==> config.mk <==
export PLATFORM = sky130hd
export DESIGN_NAME = water_quality_alarm_relay_control
export DESIGN_NICKNAME = d
export VERILOG_FILES = /design/src/rtl/wqarc_pkg.sv /design/src/rtl/wqarc_eval.sv /design/src/rtl/wqarc_ctrl.sv /design/src/rtl/water_quality_alarm_relay_control.sv
export SDC_FILE = /design/constraint.sdc
export NUM_CORES = 1
export LEC_CHECK = 0
export BUFFER_PORTS_ARGS = -buffer_cell sky130_fd_sc_hd__buf_4
export CAP_MARGIN = 0
export CELL_PAD_IN_SITES_DETAIL_PLACEMENT = 0
export CELL_PAD_IN_SITES_GLOBAL_PLACEMENT = 1
export CORE_MARGIN = 2
export CORE_UTILIZATION = 25
export CTS_BUF_LIST = sky130_fd_sc_hd__clkbuf_8
export DETAILED_ROUTE_END_ITERATION = 7
export PLACE_DENSITY = 0.54
export SLEW_MARGIN = 20
export SYNTH_ARGS = -nofsm -noshare
export SYNTH_HDL_FRONTEND = slang
export SYNTH_SLANG_ARGS = --single-unit
==> constraint.sdc <==
create_clock -name clk -period 10.04 [get_ports clk]
set_input_delay 2.008 -clock clk [delete_from_list [all_inputs] [get_ports clk]]
set_output_delay 2.008 -clock clk [all_outputs]
set_load 0.01 [all_outputs]
==> src/rtl/wqarc_pkg.sv <==
// Shared types and constants for the water quality alarm and relay controller.
package wqarc_pkg;

  localparam int unsigned CODE_W = 12;
  localparam int unsigned HOLD_W = 24;
  localparam int unsigned TIME_W = 32;
  localparam int unsigned NUM_RELAYS = 4;

  // Highest valid water temperature, 60 degC in 1/16 degC steps.
  localparam logic signed [CODE_W-1:0] TEMP_VALID_MAX = 12'sd960;

  localparam int unsigned RELAY_PUMP = 0;
  localparam int unsigned RELAY_AERATOR = 1;
  localparam int unsigned RELAY_CIRC = 2;
  localparam int unsigned RELAY_FEEDER = 3;

  typedef enum logic [1:0] {
    CMD_TICK   = 2'd0,
    CMD_SAMPLE = 2'd1,
    CMD_MANUAL = 2'd2,
    CMD_MODE   = 2'd3
  } cmd_t;

  typedef enum logic [2:0] {
    REG_TEMP_LIMITS   = 3'd0,
    REG_PH_LIMITS     = 3'd1,
    REG_OXYGEN_LIMITS = 3'd2,
    REG_CO2_TURB      = 3'd3,
    REG_PUMP_HOLD     = 3'd4,
    REG_VALVE_HOLD    = 3'd5,
    REG_FEEDER_HOLD   = 3'd6,
    REG_RELAYS_LOCKED = 3'd7
  } reg_index_t;

  typedef struct packed {
    logic [47:0]       temp_limits;
    logic [23:0]       ph_limits;
    logic [35:0]       oxygen_limits;
    logic [23:0]       co2_turbidity_limits;
    logic [HOLD_W-1:0] pump_hold_ms;
    logic [HOLD_W-1:0] valve_hold_ms;
    logic [HOLD_W-1:0] feeder_hold_ms;
    logic              relays_locked;
  } cfg_t;

  typedef struct packed {
    cmd_t              cmd;
    logic [CODE_W-1:0] temp_code;
    logic [CODE_W-1:0] ph_code;
    logic [CODE_W-1:0] oxygen_code;
    logic [CODE_W-1:0] co2_code;
    logic [CODE_W-1:0] turbidity_code;
    logic [1:0]        relay_index;
    logic              relay_request;
    logic              auto_request;
  } item_t;

  // Stored condition flags, lowest bit is temp high.
  typedef struct packed {
    logic crit;
    logic any;
    logic fault;
    logic turb_high;
    logic co2_over;
    logic oxy_crit;
    logic oxy_low;
    logic ph_out;
    logic temp_crit_high;
    logic temp_crit_low;
    logic temp_under;
    logic temp_over;
  } flags_t;

  typedef struct packed {
    logic                  auto_active;
    logic                  command_suppressed;
    logic                  critical_active;
    logic                  any_alarm;
    logic                  sensor_fault;
    logic [8:0]            condition_flags;
    logic [NUM_RELAYS-1:0] relay_states;
  } result_t;

endpackage

==> src/rtl/wqarc_eval.sv <==
// Sample validity checks and threshold comparisons.
module wqarc_eval
  import wqarc_pkg::*;
(
  input  item_t  item,
  input  cfg_t   cfg,
  output flags_t flags
);

  logic signed [CODE_W-1:0] t;
  logic signed [CODE_W-1:0] t_min;
  logic signed [CODE_W-1:0] t_max;
  logic signed [CODE_W-1:0] t_crit_low;
  logic signed [CODE_W-1:0] t_crit_high;
  logic tv;
  logic pv;
  logic ov;

  assign t           = item.temp_code;
  assign t_min       = cfg.temp_limits[11:0];
  assign t_max       = cfg.temp_limits[23:12];
  assign t_crit_low  = cfg.temp_limits[35:24];
  assign t_crit_high = cfg.temp_limits[47:36];

  assign tv = (t > 12'sd0) && (t <= TEMP_VALID_MAX);
  assign pv = (item.ph_code != '0);
  assign ov = (item.oxygen_code != '0);

  always_comb begin
    flags.temp_over      = tv && (t > t_max);
    flags.temp_under     = tv && (t < t_min);
    flags.temp_crit_low  = tv && (t <= t_crit_low);
    flags.temp_crit_high = tv && (t >= t_crit_high);
    flags.ph_out         = pv && ((item.ph_code < cfg.ph_limits[11:0]) ||
                                  (item.ph_code > cfg.ph_limits[23:12]));
    flags.oxy_low        = ov && (item.oxygen_code < cfg.oxygen_limits[11:0]);
    flags.oxy_crit       = ov && (item.oxygen_code <= cfg.oxygen_limits[23:12]);
    flags.co2_over       = item.co2_code > cfg.co2_turbidity_limits[11:0];
    flags.turb_high      = item.turbidity_code > cfg.co2_turbidity_limits[23:12];
    flags.fault          = !(tv && pv && ov);
    flags.any            = flags.temp_over || flags.temp_under || flags.ph_out ||
                           flags.oxy_low || flags.oxy_crit || flags.co2_over ||
                           flags.turb_high;
    flags.crit           = flags.oxy_crit || flags.temp_crit_low || flags.temp_crit_high;
  end

endmodule

==> src/rtl/wqarc_ctrl.sv <==
// Controller state: millisecond clock, relays, change times, mode and stored flags.
module wqarc_ctrl
  import wqarc_pkg::*;
(
  input  logic    clk,
  input  logic    rst_n,
  input  logic    step_en,
  input  item_t   item,
  input  cfg_t    cfg,
  input  flags_t  flags_new,
  output result_t result
);

  logic [TIME_W-1:0]     time_now_r;
  logic [TIME_W-1:0]     time_now_nxt;
  logic [TIME_W-1:0]     last_change_r   [NUM_RELAYS];
  logic [TIME_W-1:0]     last_change_nxt [NUM_RELAYS];
  logic [NUM_RELAYS-1:0] relay_bits_r;
  logic [NUM_RELAYS-1:0] relay_bits_nxt;
  logic                  auto_mode_r;
  logic                  auto_mode_nxt;
  flags_t                flag_store_r;
  flags_t                flag_store_nxt;

  logic [NUM_RELAYS-1:0] rb0;
  logic [NUM_RELAYS-1:0] want;
  logic [NUM_RELAYS-1:0] hold_ok;
  logic [HOLD_W-1:0]     hold [NUM_RELAYS];
  logic [CODE_W:0]       circ_level;
  logic                  circ_low;
  logic                  suppressed;

  assign hold[RELAY_PUMP]    = cfg.pump_hold_ms;
  assign hold[RELAY_AERATOR] = cfg.valve_hold_ms;
  assign hold[RELAY_CIRC]    = cfg.valve_hold_ms;
  assign hold[RELAY_FEEDER]  = cfg.feeder_hold_ms;

  // Elapsed time is taken modulo 2^32, so the subtraction wraps on purpose.
  always_comb begin
    for (int i = 0; i < NUM_RELAYS; i++) begin
      hold_ok[i] = (time_now_r - last_change_r[i]) >
                   {{(TIME_W-HOLD_W){1'b0}}, hold[i]};
    end
  end

  assign rb0 = cfg.relays_locked ? '0 : relay_bits_r;

  assign circ_level = {1'b0, cfg.oxygen_limits[11:0]} + {1'b0, cfg.oxygen_limits[35:24]};
  assign circ_low   = (item.oxygen_code != '0) && ({1'b0, item.oxygen_code} < circ_level);

  always_comb begin
    want[RELAY_PUMP]    = rb0[RELAY_PUMP] | flags_new.oxy_crit | flags_new.temp_crit_high |
                          flags_new.co2_over;
    want[RELAY_AERATOR] = rb0[RELAY_AERATOR] | flags_new.oxy_crit | flags_new.oxy_low |
                          flags_new.co2_over;
    want[RELAY_CIRC]    = rb0[RELAY_CIRC] | flags_new.temp_crit_high | flags_new.temp_over |
                          circ_low;
    want[RELAY_FEEDER]  = 1'b0;
  end

  always_comb begin
    time_now_nxt   = time_now_r;
    relay_bits_nxt = rb0;
    auto_mode_nxt  = auto_mode_r;
    flag_store_nxt = flag_store_r;
    suppressed     = 1'b0;
    for (int i = 0; i < NUM_RELAYS; i++) begin
      last_change_nxt[i] = last_change_r[i];
    end
    case (item.cmd)
      CMD_TICK: begin
        time_now_nxt = time_now_r + 1'b1;
      end
      CMD_SAMPLE: begin
        flag_store_nxt = flags_new;
        if (!cfg.relays_locked && auto_mode_r) begin
          for (int i = 0; i < NUM_RELAYS; i++) begin
            if ((want[i] != rb0[i]) && hold_ok[i]) begin
              relay_bits_nxt[i]  = want[i];
              last_change_nxt[i] = time_now_r;
            end
          end
        end
      end
      CMD_MANUAL: begin
        auto_mode_nxt = 1'b0;
        suppressed    = item.relay_request && cfg.relays_locked;
        relay_bits_nxt[item.relay_index] = item.relay_request && !cfg.relays_locked;
      end
      CMD_MODE: begin
        auto_mode_nxt = item.auto_request;
      end
      default: begin
      end
    endcase
  end

  always_ff @(posedge clk) begin
    if (!rst_n) begin
      time_now_r   <= '0;
      relay_bits_r <= '0;
      auto_mode_r  <= 1'b0;
      flag_store_r <= '0;
      for (int i = 0; i < NUM_RELAYS; i++) begin
        last_change_r[i] <= '0;
      end
    end else if (step_en) begin
      time_now_r   <= time_now_nxt;
      relay_bits_r <= relay_bits_nxt;
      auto_mode_r  <= auto_mode_nxt;
      flag_store_r <= flag_store_nxt;
      for (int i = 0; i < NUM_RELAYS; i++) begin
        last_change_r[i] <= last_change_nxt[i];
      end
    end
  end

  always_comb begin
    result.relay_states       = relay_bits_nxt;
    result.condition_flags    = flag_store_nxt[8:0];
    result.sensor_fault       = flag_store_nxt.fault;
    result.any_alarm          = flag_store_nxt.any;
    result.critical_active    = flag_store_nxt.crit;
    result.command_suppressed = suppressed;
    result.auto_active        = auto_mode_nxt;
  end

endmodule

==> src/rtl/water_quality_alarm_relay_control.sv <==
// Top level of the water quality alarm and relay controller.
//
//   Channel  Direction  Ports                                 Contents
//   in_      slave      in_tvalid/in_tready/in_tdata/in_tuser  tick, sample, manual, mode
//   out_     master     out_tvalid/out_tready/out_tdata        relays, flags, mode
//   cfg_     slave      cfg_valid/cfg_ready/cfg_index/cfg_data register writes
//
// One word is taken per cycle unless the output stalls; it lands in the input register
// at the accepting edge, and its result is loaded into the result register once that
// register is free, raising out_tvalid. Evaluation and the relay update are
// combinational between those registers. rst_n is synchronous; it clears the valid
// flags and the controller state and loads the default settings. When out_tready is
// low the result register holds and the input register fills, after which in_tready drops.
module water_quality_alarm_relay_control
  import wqarc_pkg::*;
(
  input  logic        clk,
  input  logic        rst_n,
  input  logic        in_tvalid,
  output logic        in_tready,
  // temp[11:0], ph[23:12], oxygen[35:24], co2[47:36], turbidity[59:48],
  // relay_index[61:60], relay_request[62], auto_request[63]
  input  logic [63:0] in_tdata,
  // cmd[1:0]
  input  logic [1:0]  in_tuser,
  output logic        out_tvalid,
  input  logic        out_tready,
  // relay_states[3:0], condition_flags[12:4], sensor_fault[13], any_alarm[14],
  // critical_active[15], command_suppressed[16], auto_active[17], zero[23:18]
  output logic [23:0] out_tdata,
  input  logic        cfg_valid,
  output logic        cfg_ready,
  input  logic [2:0]  cfg_index,
  input  logic [47:0] cfg_data
);

  cfg_t    cfg_r;
  logic    s1_valid_r;
  item_t   s1_item_r;
  logic    out_valid_r;
  result_t out_data_r;
  flags_t  flags_new;
  result_t result;
  logic    out_free;
  logic    advance;
  logic    in_fire;

  assign out_free  = !out_valid_r || out_tready;
  assign advance   = s1_valid_r && out_free;
  assign in_tready = !s1_valid_r || out_free;
  assign in_fire   = in_tvalid && in_tready;
  assign cfg_ready = 1'b1;

  always_ff @(posedge clk) begin
    if (!rst_n) begin
      cfg_r.temp_limits          <= '0;
      cfg_r.ph_limits            <= '0;
      cfg_r.oxygen_limits        <= '0;
      cfg_r.co2_turbidity_limits <= '0;
      cfg_r.pump_hold_ms         <= 24'd60000;
      cfg_r.valve_hold_ms        <= 24'd5000;
      cfg_r.feeder_hold_ms       <= 24'd60000;
      cfg_r.relays_locked        <= 1'b1;
    end else if (cfg_valid) begin
      case (reg_index_t'(cfg_index))
        REG_TEMP_LIMITS:   cfg_r.temp_limits          <= cfg_data;
        REG_PH_LIMITS:     cfg_r.ph_limits            <= cfg_data[23:0];
        REG_OXYGEN_LIMITS: cfg_r.oxygen_limits        <= cfg_data[35:0];
        REG_CO2_TURB:      cfg_r.co2_turbidity_limits <= cfg_data[23:0];
        REG_PUMP_HOLD:     cfg_r.pump_hold_ms         <= cfg_data[HOLD_W-1:0];
        REG_VALVE_HOLD:    cfg_r.valve_hold_ms        <= cfg_data[HOLD_W-1:0];
        REG_FEEDER_HOLD:   cfg_r.feeder_hold_ms       <= cfg_data[HOLD_W-1:0];
        REG_RELAYS_LOCKED: cfg_r.relays_locked        <= cfg_data[0];
        default: begin
        end
      endcase
    end
  end

  always_ff @(posedge clk) begin
    if (!rst_n) begin
      s1_valid_r  <= 1'b0;
      out_valid_r <= 1'b0;
    end else begin
      if (in_fire) begin
        s1_valid_r <= 1'b1;
      end else if (advance) begin
        s1_valid_r <= 1'b0;
      end
      if (advance) begin
        out_valid_r <= 1'b1;
      end else if (out_tready) begin
        out_valid_r <= 1'b0;
      end
    end
  end

  always_ff @(posedge clk) begin
    if (in_fire) begin
      s1_item_r.cmd            <= cmd_t'(in_tuser);
      s1_item_r.temp_code      <= in_tdata[11:0];
      s1_item_r.ph_code        <= in_tdata[23:12];
      s1_item_r.oxygen_code    <= in_tdata[35:24];
      s1_item_r.co2_code       <= in_tdata[47:36];
      s1_item_r.turbidity_code <= in_tdata[59:48];
      s1_item_r.relay_index    <= in_tdata[61:60];
      s1_item_r.relay_request  <= in_tdata[62];
      s1_item_r.auto_request   <= in_tdata[63];
    end
    if (advance) begin
      out_data_r <= result;
    end
  end

  wqarc_eval u_eval (
    .item  (s1_item_r),
    .cfg   (cfg_r),
    .flags (flags_new)
  );

  wqarc_ctrl u_ctrl (
    .clk       (clk),
    .rst_n     (rst_n),
    .step_en   (advance),
    .item      (s1_item_r),
    .cfg       (cfg_r),
    .flags_new (flags_new),
    .result    (result)
  );

  assign out_tvalid = out_valid_r;
  assign out_tdata  = {6'b0, out_data_r};

endmodule

; Yosys cells after proc, flatten, opt, wreduce, memory -nomap -nowiden
; Memory sizes are Yosys's and may differ from the RTL's.
; Cells that the tools add are included.
[word_totals]
ff_bits = 340
ramBits = 128
inputBits = 122
out_inout_bits = 27
word_cells = 174
n_memories = 1
[memory_table]
columns = name, depth, word_bits, rd, rd_ports_with_merged_regs, wr, line
row1 = u_ctrl.last_change_r, 4, 32, 4, 0, 4, wqarc_ctrl.sv:16  ; logic [TIME_W-1:0] last_change_r [NUM_RELAYS];
[op_classes]
addsub = 6
n_lt_le_gt_ge = 19
n_eq_ne = 13
muxes = 30
bitwise = 13
n_reduce_logical = 51
[ops]
columns = op, n
row1 = 2-to-1 mux 128 bit, 2
row2 = 2-to-1 mux 32 bit, 8
row3 = greater-than comparator 32 x 24 -> 1 bit, 4
row4 = subtractor 32 bit, 4
row5 = greater-than comparator 12 bit, 4
row6 = < comparator 12 bit, 3
row7 = "adder 32 x 1 -> 32 bit, second input constant", 1
row8 = <= comparator 12 bit, 2
row9 = nonzero test 12 bit, 2
row10 = logical AND 1 bit, 21
row11 = AND reduction 2 bit, 9
row12 = adder 12 x 12 -> 13 bit, 1
row13 = < comparator 12 x 13 -> 1 bit, 1
row14 = 2-to-1 mux 1 bit, 13
row15 = bitwise OR 1 bit, 13
row16 = "== test 3 bit, second input constant", 4
row17 = >= comparator 12 bit, 1
row18 = "greater-than comparator 12 x 1 -> 1 bit, second input constant", 1
row19 = "<= comparator 12 x 11 -> 1 bit, second input constant", 1
row20 = 2-to-1 mux 12 bit, 1
row21 = logical OR 1 bit, 11
row22 = 2-to-1 mux 4 bit, 2
row23 = case mux 4 bit (2 select lines), 1
row24 = "== test 3 x 2 -> 1 bit, second input constant", 2
row25 = 13 further kinds, 20

; Logic depth before layout (Yosys ltp)
[depth]
word_depth = 12
depth_mapped = 23
depth_no_buf = 23

; Modules after synthesis
; A second synthesis with hierarchy kept.
[unflattened]
hier_cells = 3347
hier_area_um2 = 30817.1
[modules_own_cells]
columns = mod, instances, cells_per_inst, area_each_um2, seq_area_each_um2
row1 = wqarc_ctrl, 1, 2065, 17312.9, 4824.6
row2 = water_quality_alarm_relay_control, 1, 845, 10361.2, 6666.4
row3 = wqarc_eval, 1, 437, 3143.0, 0.0

; Worst setup path after synthesis
; No wires, ideal clock.
[synth_path]
kind = reg-to-reg
start = register u_ctrl.time_now_r[1] (netlist name)
end = memory u_ctrl.last_change_r[2][0] (netlist: u_ctrl.last_change_r[0][64]), enable pin
setup_time_ps = 511
arrival_ps = 6827
required_ps = 9529
path_slack_ps = 2703
stages_incl_launch_ff = 18
n_path_buf = 0
synth_period_minus_slack_ps = 7337
path_cell_list = dfxtp_1 ha_1 nor2b_1 o31a_1 a31oi_1 nand2_1 a31oi_1 o21ai_0 xor2_1 ha_1 nand4_1 a2111oi_0 or4b_1 a211oi_1 o311a_1 o2111ai_1 nor3_1 o41ai_1
[synth_rtl]
columns = element, line
row1 = "end, declared", wqarc_ctrl.sv:16

==> results.toml <==
[outcome]
outcome = "finished, final reports clean"

[finish]
final_cells = 5331
fin_area_um2 = 34800
nets = 4132
area_growth_pct = 15.2
drive_gt1_share_pct = 9.26
final_util_pct = 29.0

[sta]
finClkSkew_ns = 0.0781
finalHoldViolCount = 0
setup_slack_ns = 3.69
fin_crit_ns = 6.35
fmax_mhz = 157
slew_headroom_pct = 28.4
whs_ns = 0.454
worstMarginPinSlew_ns = 1.07
final_max_slew_viol_count = 0
finalCritPeriodShare_pct = 63.3
rsz0062_at_grt = "no"
tns_ns = 0
setup_viol = 0

[routing]
dr.pass1.iters = 5
wire_per_inst_um = 19.6
num_vias = 25400
drtIter0Drc = 1598
drt_wl_total_um = 105000
drc_errors = 0
routed_via_density = 4.76
antenna_left = 0

[setup_path]
path_depth = 23
rr_worst_depth = 23
cp.required_ns = 10.55
worstSetupPathType = "reg -> reg"
path_buf_inv = 3
cp_slowest_cell = "nor4b_2"
critPathArrivalTime_ns = 6.86
slowest_delay_ns = 0.69
critical_path.top_delay_family = "simple AND/OR/NAND/NOR gates"
crit_path_end_kind = "flip-flop"
path_cells = "inv_1, ha_1, inv_1, fa_1, a211oi_1, o21ai_0, nand4_1, nor2b_1, nor2_1, nor2_1, o21ai_0, xor2_1, ha_1, nand4_1, or4_1, nor2_1, nand2_1, o21ai_0, o221ai_1, nor4_1, nor4b_2, o21ai_4, buf_16"
crit_path_max_fanout = 22
critPathLaunchType = "flip-flop"

[die]
coreArea_um2 = 120000
initial_core_util_pct = 25.2
die-height_um = 351
die-width_um = 351
rows = 127
dieArea_um2 = 123000
ios = 149

[clock_tree]
cts_tree = "built"
post_cts_resized = 0
hold_buffers = 0
cts_buffers = 88
cts_buffer_depth = 3
cts_setup_buffers = 0
ctsRootBufferMaster = "clkbuf_8"
h-tree-depth = 3
clkSlewWorstSetupHoldPaths_ns = 0.06
clk-insertion-delay-late_ns = 0.79
cts_sinks = 468

[synth]
ys.flop_type = "dfxtp_1"
synth.distinct_cells = 79
yosysTopAreaCell = "edfxtp_1"
synthTopCellsByCount = "nand2_1 (546), a21oi_1 (396), ha_1 (365), inv_1 (363), dfxtp_1 (256)"
synth_edf_count = 212
async_flop_share_pct = 0
yosysWarnings = 0
yosys_register_bits = 468
synth_top_area_share_pct = 21.1
yosysSeqAreaShare_pct = 38.1
syn_avg_cell_area_um2 = 8.57
yosys-top-cells-area = "edfxtp_1 (21%), dfxtp_1 (17%), ha_1 (15%), nand2_1 (6.8%), a21oi_1 (6.6%)"
synth_area_um2 = 30200
synth_cells = 3520
yosysMostFrequentCell = "nand2_1"

[grt]
antenna_found_initial = 17
grt_max_degree = 149
grt_pass1_vias = 24800
overflow = 0
track_usage_pct = 16.8
grt_pass1_wl_um = 156000

[place]
placed_cells = 5161
io_buffers = 141
place_ws_ns = 3.59
place_congestion = 0.841
place_area_um2 = 32900
dp_hpwl_um = 77700

[hold_path]
min_path_cells = 2
hold_path.class = "reg -> reg"

[power]
powerDensity_nw_per_um2 = 131
p_leak_nw = 14.0
finalPower_mw = 4.55
peakVddDrop_uv = 92.8

[job]
cap_violations = 0
==> path summary, 6_finish.rpt <==
kind | end | start | slack (ns)
setup / recovery | u_ctrl.last_change_r[0][62] | u_ctrl.time_now_r[0] | 3.69
hold / removal | cfg_r[44] | cfg_r[44] | 0.45
setup reg to reg | u_ctrl.last_change_r[0][62] | u_ctrl.time_now_r[0] | 3.69
hold reg to reg | cfg_r[44] | cfg_r[44] | 0.45
==> state kept, by name, indices dropped and copies added, names as in the netlist <==
name / cells
out_tvalid: 1
cfg_r: 205
out_tdata: 18
u_ctrl.flag_store_r: 12
u_ctrl.time_now_r: 32
u_ctrl.last_change_r: 128
u_ctrl.auto_mode_r: 1
s1_valid_r: 1
u_ctrl.relay_bits_r: 4
s1_item_r: 66
==> worst min-delay path: cells and delay by family, from the launching register on <==
kind / cells / cell delay [ns]
simple gates: 1 / 0.05
compound gates: 1 / 0.05
flops: 1 / 0.31
==> logic make-up after synthesis <==
logic type | synth area share (%)
AND/OR/NAND/NOR | 17.3
AO/OA/AOI/OAI | 18.3
buffers and inverters | 6.39
flip-flops | 38.1
adder cells (fa/ha/maj) | 15.5
XOR/XNOR | 3.83
multiplexers | 0.572
other | 0.0249
==> layout by cell type (no fill, tap or decap), types with 69 or more instances in the layout <==
master | netlist | routed
a21o_1 | 77 | 77
a21oi_1 | 396 | 396
and3_1 | 79 | 78
buf_4 | 8 | 163
clkbuf_8 | 0 | 98
dfxtp_1 | 256 | 256
edfxtp_1 | 212 | 212
ha_1 | 365 | 365
inv_1 | 363 | 391
nand2_1 | 546 | 546
nand4_1 | 71 | 71
nor2_1 | 173 | 170
o21ai_0 | 139 | 138
xnor2_1 | 69 | 69
==> report_power, final <==
group / total, mW / leakage [nW] / switching, mW / internal, mW
Clock: 1.91 / 1.01 / 0.920 / 0.986
Sequential: 2.10 / 4.12 / 0.0400 / 2.06
Combinational: 0.545 / 8.83 / 0.345 / 0.200
Total: 4.55 / 14.0 / 1.30 / 3.25
==> area by class of cell <==
type	count	area, um2
Antenna cell	3	7.51
Clock buffer	98	1350
Clock inverter	68	420
Fill cell	13000	85100
Inverter	364	1370
Multi-Input combinational cell	2553	16800
Sequential cell	468	11500
Tap cell	1612	2020
Timing Repair Buffer	165	1270
==> routing by layer <==
layer	track usage, %	wire [um]	vias up
li1	-	-	12700
met3	2.67	4250	148
met1	23.0	49800	12000
met2	26.8	47400	488
met4	5.38	3030	2
met5	0	13	-
Note: power is estimated with default switching activity, not from simulation.
